==> src/rtl/mbe_pkg.sv <==
// ---------------------------------------------------------------------------
// mbe_pkg - shared types and constants
// Fixed-point formats, datapath widths and the controller/datapath
// command and status structs for the escape-time unit.
// ---------------------------------------------------------------------------
package mbe_pkg;

  // Q4.28 fixed point
  localparam int FRAC_BITS = 28;
  localparam int ITER_BITS = 16;

  localparam int C_W   = 31;              // input point parts, signed
  localparam int Z_W   = 32;              // z after one update stays below 6.0
  localparam int M_W   = Z_W - 1;         // magnitude of z
  localparam int P_W   = 2 * M_W;         // exact product
  localparam int S_W   = P_W + 1;         // exact sum of squares
  localparam int MAG_W = 31;              // output magnitude
  localparam int RAD_W = 64;              // square root radicand
  localparam int ROOT_W = RAD_W / 2;
  localparam int REM_W = ROOT_W + 3;
  localparam int SQRT_STEPS = ROOT_W;
  localparam int STEP_W = $clog2(SQRT_STEPS);

  typedef struct packed {
    logic load;       // take a new point, clear z and the iteration count
    logic mult;       // register the three products of z
    logic update;     // z <= z*z + c, count one iteration
    logic finish;     // latch the result count, start the square root
    logic sqrt_step;  // one root bit
    logic out_load;   // move the result into the output register
  } cmd_t;

  typedef struct packed {
    logic escaped;    // |z|^2 >= 4
    logic at_limit;   // iteration count has reached max_iter
  } status_t;

endpackage

==> src/rtl/mbe_ctrl.sv <==
// ---------------------------------------------------------------------------
// mbe_ctrl - sequencer
// Walks each point through multiply / evaluate iterations, the square
// root and the output hand-off; owns the channel handshakes.
// ---------------------------------------------------------------------------
module mbe_ctrl (
  input  logic                  clk,
  input  logic                  rst,
  input  logic                  point_valid,
  output logic                  point_ready,
  output logic                  result_valid,
  input  logic                  result_ready,
  input  mbe_pkg::status_t      status,
  output mbe_pkg::cmd_t         cmd
);

  localparam logic [2:0] S_IDLE = 3'd0;
  localparam logic [2:0] S_MUL  = 3'd1;
  localparam logic [2:0] S_EVAL = 3'd2;
  localparam logic [2:0] S_SQRT = 3'd3;
  localparam logic [2:0] S_DONE = 3'd4;

  logic [2:0]                   state;
  logic [2:0]                   state_next;
  logic [mbe_pkg::STEP_W-1:0]   step;

  always_comb begin
    cmd         = '0;
    state_next  = state;
    point_ready = (state == S_IDLE);
    unique case (state)
      S_IDLE: begin
        if (point_valid) begin
          cmd.load   = 1'b1;
          state_next = S_MUL;
        end
      end
      S_MUL: begin
        cmd.mult   = 1'b1;
        state_next = S_EVAL;
      end
      S_EVAL: begin
        if (status.escaped || status.at_limit) begin
          cmd.finish = 1'b1;
          state_next = S_SQRT;
        end else begin
          cmd.update = 1'b1;
          state_next = S_MUL;
        end
      end
      S_SQRT: begin
        cmd.sqrt_step = 1'b1;
        if (step == mbe_pkg::STEP_W'(mbe_pkg::SQRT_STEPS - 1)) state_next = S_DONE;
      end
      S_DONE: begin
        if (!result_valid || result_ready) begin
          cmd.out_load = 1'b1;
          state_next   = S_IDLE;
        end
      end
      default: state_next = S_IDLE;
    endcase
  end

  always_ff @(posedge clk) begin
    if (rst) begin
      state        <= S_IDLE;
      step         <= '0;
      result_valid <= 1'b0;
    end else begin
      state <= state_next;
      if (cmd.finish) step <= '0;
      else if (cmd.sqrt_step) step <= step + 1'b1;
      if (cmd.out_load) result_valid <= 1'b1;
      else if (result_ready) result_valid <= 1'b0;
    end
  end

endmodule

==> config.mk <==
export PLATFORM = sky130hd
export DESIGN_NAME = mbe_ctrl
export DESIGN_NICKNAME = d
export VERILOG_FILES = /design/src/rtl/mbe_pkg.sv /design/src/rtl/mbe_ctrl.sv
export SDC_FILE = /design/constraint.sdc
export NUM_CORES = 1
export LEC_CHECK = 0
export BUFFER_PORTS_ARGS = -buffer_cell sky130_fd_sc_hd__clkbuf_2
export CORE_AREA = 2 2 39 41
export CTS_CLUSTER_DIAMETER = 200
export DETAILED_ROUTE_END_ITERATION = 12
export DIE_AREA = 0 0 41 43
export GPL_TIMING_DRIVEN = 0
export PLACE_DENSITY = 0.54
export REMOVE_ABC_BUFFERS = 1
export SKIP_CTS_REPAIR_TIMING = 1
export SLEW_MARGIN = 20
export SYNTH_ARGS = -nofsm -noshare
export SYNTH_HDL_FRONTEND = slang
export SYNTH_SLANG_ARGS = --single-unit
==> constraint.sdc <==
create_clock -name clk -period 3.74 [get_ports clk]
set_input_delay 0.748 -clock clk [delete_from_list [all_inputs] [get_ports clk]]
set_output_delay 0.748 -clock clk [all_outputs]
set_load 0.03 [all_outputs]
Word-level counts from Yosys, hierarchy flattened --
Cells that the tools add are included.
Cells by class: multiply operators 0, divide/modulo/power cells 0, reduce and logical (&&, ||, !) cells 7, eq/ne operators 8, bitwise operators 0, order comparisons 0, add/subtract/negate cells 1, shift operators 0, multiplexer cells 16
Operators by type and width (number):
- $pmux W3 S5 | 1
- $mux W1 | 10
- $mux W3 | 3
- $eq A3 B2 Y1 const B | 2
- $ne A2 B2 Y1 const B | 3
- $add A5 B1 Y5 const B | 1
- $eq A5 B5 Y1 const B | 1
- $mux W2 | 2
- $eq A3 B1 Y1 const B | 1
- $eq A3 B3 Y1 const B | 1
- $logic_not A3 Y1 | 1
- $reduce_and A3 Y1 | 1
- $logic_or A1 B1 Y1 | 2
- $reduce_bool A2 Y1 | 1
- $reduce_or A2 Y1 | 1
- $logic_not A1 Y1 | 1
Word-level totals: RAM bits 0, output and inout port bits 8, bits of input ports 6, memories 0, latch bits 0, flip-flop bits (word level) 9, memory bits (read-only) 0

Logic depth before layout (Yosys ltp) --
depth in word-level cells 5, gate-level depth with buffers 6, gate-level depth less buffers 6

Worst setup path before layout --
Ideal clock, no wire load.
path type flip-flop to output port, from register state[2], to output cmd[5] (netlist bit), setup slack 1431 ps, stages on the path, launching flop included 4, buffers on the path 1, data required time 2992 ps, data arrival time 1561 ps, cell sequence dfxtp_1 -> buf_2 -> nor3_1 -> and2_1
RTL lines:
- start, declared | line mbe_ctrl.sv:23 | logic [2:0] state;
- start signal, assigned | line mbe_ctrl.sv:71 | state <= state_next;
- end, declared | line mbe_ctrl.sv:14 | output mbe_pkg::cmd_t cmd

==> metrics <==
nets=80; M3 GR Usage=3.141%; gr usage total=12.90%; TritonCTS clock tree=done; diode count=0; max_cap viols=0; sequential-to-total area share from yosys stat=39.67%; routing usage on met2=20.63%; leakage power=0.2392 nW; Vias=423; number of flops mapped to enable cells by yosys=0; largest net degree at the start of global routing=11; initial antenna violation count=0; Hold Fails Final Rpt=0; ys flop type=dfxtp_1; gr ovfl total=0; hpwl dp=700.4 um; Tcrit/Tclk final=62.98%; ys async rst share=0%; H-tree Lvls=1; crit path max fanout=7; DRT iter0 DRCs=10; Int Power=0.1519 mW; setup TNS=0 ns; Comb power frac=16.7%; largest family of logic cells by synthesized area=simple AND/OR/NAND/NOR gates; post-detailed-route wirelength per cell=10.45 um; DRC Markers=0; Req. time, crit path=2.99 ns; clock-pin slew on the worst setup and hold paths=0.06 ns; Hold Path Class=register to register; Flop pwr share=48.3%; fin util=40.51%; Clock Latency Late Sink=0.26 ns; Synth Area in Compound Gates=16.25%; final setup fails=0; drt pass-1 iters=4; Post-DRT Antenna Nets=0; first-pass GRT wire length=1.511 mm; share of cells above drive strength 1=23.94%; Slew @ Worst Pin=0.5215 ns; CP Capture Type=output pin; core area=0.001384 mm2; routed vias/inst=4.862; Yosys cell types=27; gr busiest metal=met2; CTS buffer count=3; min Tclk post-route=2.355 ns; Setup crit start kind=register; worst setup margin=1.385 ns; Vert. Die Dim=43 um; average size of a mapped cell=8.258 um2; non-filler cells, final=87; status=completed; CP Class=register to output pin; Final Skew=0.002571 ns; # rows=14; Initial Utilization=32.82%; Post-Synth Simple-Gate Area=31.13%; cell breakdown of the critical path=or3b_1 > or2_1 > inv_1 > clkbuf_2; die area=0.001763 mm2; Die X=41 um; IO Pins=14; Post-Synth XOR/XNOR Area=3.857%; PwrDens=378.7 mW/mm2; M1 GR Usage=13.36%; area growth from synthesis to layout=23.42%; Max Clk Rate=424.6 MHz; Post-Synth Adder-Cell Area=5.510%; Ys Warns=0; final count of pins violating max slew=0; RSZ-0062 raised after global routing=false; Inst Count DP=83; worst-case clock buffer depth=2; most common cell after layout, fill and taps aside=clkbuf_2; wirelength, routed=909 um; gpl congestion=0.6535; Syn Inst Count=55; Net Sw Frac=28.45%; worst vdd ir=0.1423 mV; most frequent cells in the layout=clkbuf_2, dfxtp_1, nor2_1; P_sw=0.06039 mW; Clk network pwr share=35.0%; Slowest-stage cell, CP=dfxtp_1; Setup WS pre-CTS=1.609 ns; Synth Cell Area=454.2 um2; Port Buffer Count=13; post-synthesis mux area share=0%; Seq cells post-synth=9; Arrival @ worst endpoint=1.61 ns; clock sinks=9; Root Buffer=clkbuf_4; slowest stage delay, CP=0.44 ns; Max-slew headroom=65.15%; vias in the first global route=407; total power=0.2122 mW
-- area by class of cell --
class	count	area, um2
clock buffers	4	26.28
multi-input cells	42	257.7
flip-flops and latches	9	180.2
well taps	16	20.02
fillers	156	823.3
repair buffers	13	65.06
inverters	3	11.26
-- logic make-up after synthesis --
| group | count (synthesis) |
|---|---|
| AO/OA/AOI/OAI | 11 |
| XOR/XNOR | 2 |
| adder cells (fa/ha/maj) | 2 |
| buffers and inverters | 4 |
| flip-flops | 9 |
| AND/OR/NAND/NOR | 27 |
-- power by group through the flow --
stage,sequential [mW],combinational [mW],clock (mW)
floorplan,0.103,0.0253,0
global placement,0.105,0.0356,0
detailed placement,0.105,0.0359,0
CTS,0.102,0.0360,0.0801
global route,0.103,0.0393,0.0855
finish,0.103,0.0354,0.0742
-- worst max-delay path, delay by kind of cell, from the launching register on --
kind	cells	cell delay, ns
flops	1	0.44
buf+inv	2	0.25
simple gates	2	0.66
-- state kept, by name (all words and copies together) (netlist names) --
name          count
state             3
step              5
result_valid      1
-- layer usage --
metal / vias up / part of all wire (%)
li1: 225 / -
met1: 186 / 45
met2: 10 / 48
met3: 2 / 5.4
met4: 0 / 1.1
met5: - / 0
-- metrics by stage --
stage                     instance area, um2  hold slack [ns]
final                                  560.5           0.4642
after floorplan                        449.2           0.4406
after CTS                              560.5           0.4684
after detailed placement               534.3           0.4598
after global routing                   560.5           0.5025
after global placement                 534.3           0.4549
-- Yosys cell counts, types with 2 or more instances --
cell,number,area [um2]
a21oi_1,6,30.03
dfxtp_1,9,180.2
ha_1,2,25.02
inv_1,2,7.510
nand2_1,5,18.77
nor2_1,7,26.28
nor2b_1,2,12.51
nor3_1,3,15.01
-- final timing paths --
path | start | to | slack, ns | cells after the start
max reg2reg | state[2] | state[1] | 2.32 | 4
max | state[1] | cmd[2] | 1.38 | 4
min | step[4] | step[4] | 0.46 | 2
min reg2reg | step[4] | step[4] | 0.46 | 2
No activity file was read; power rests on OpenSTA's default activity.
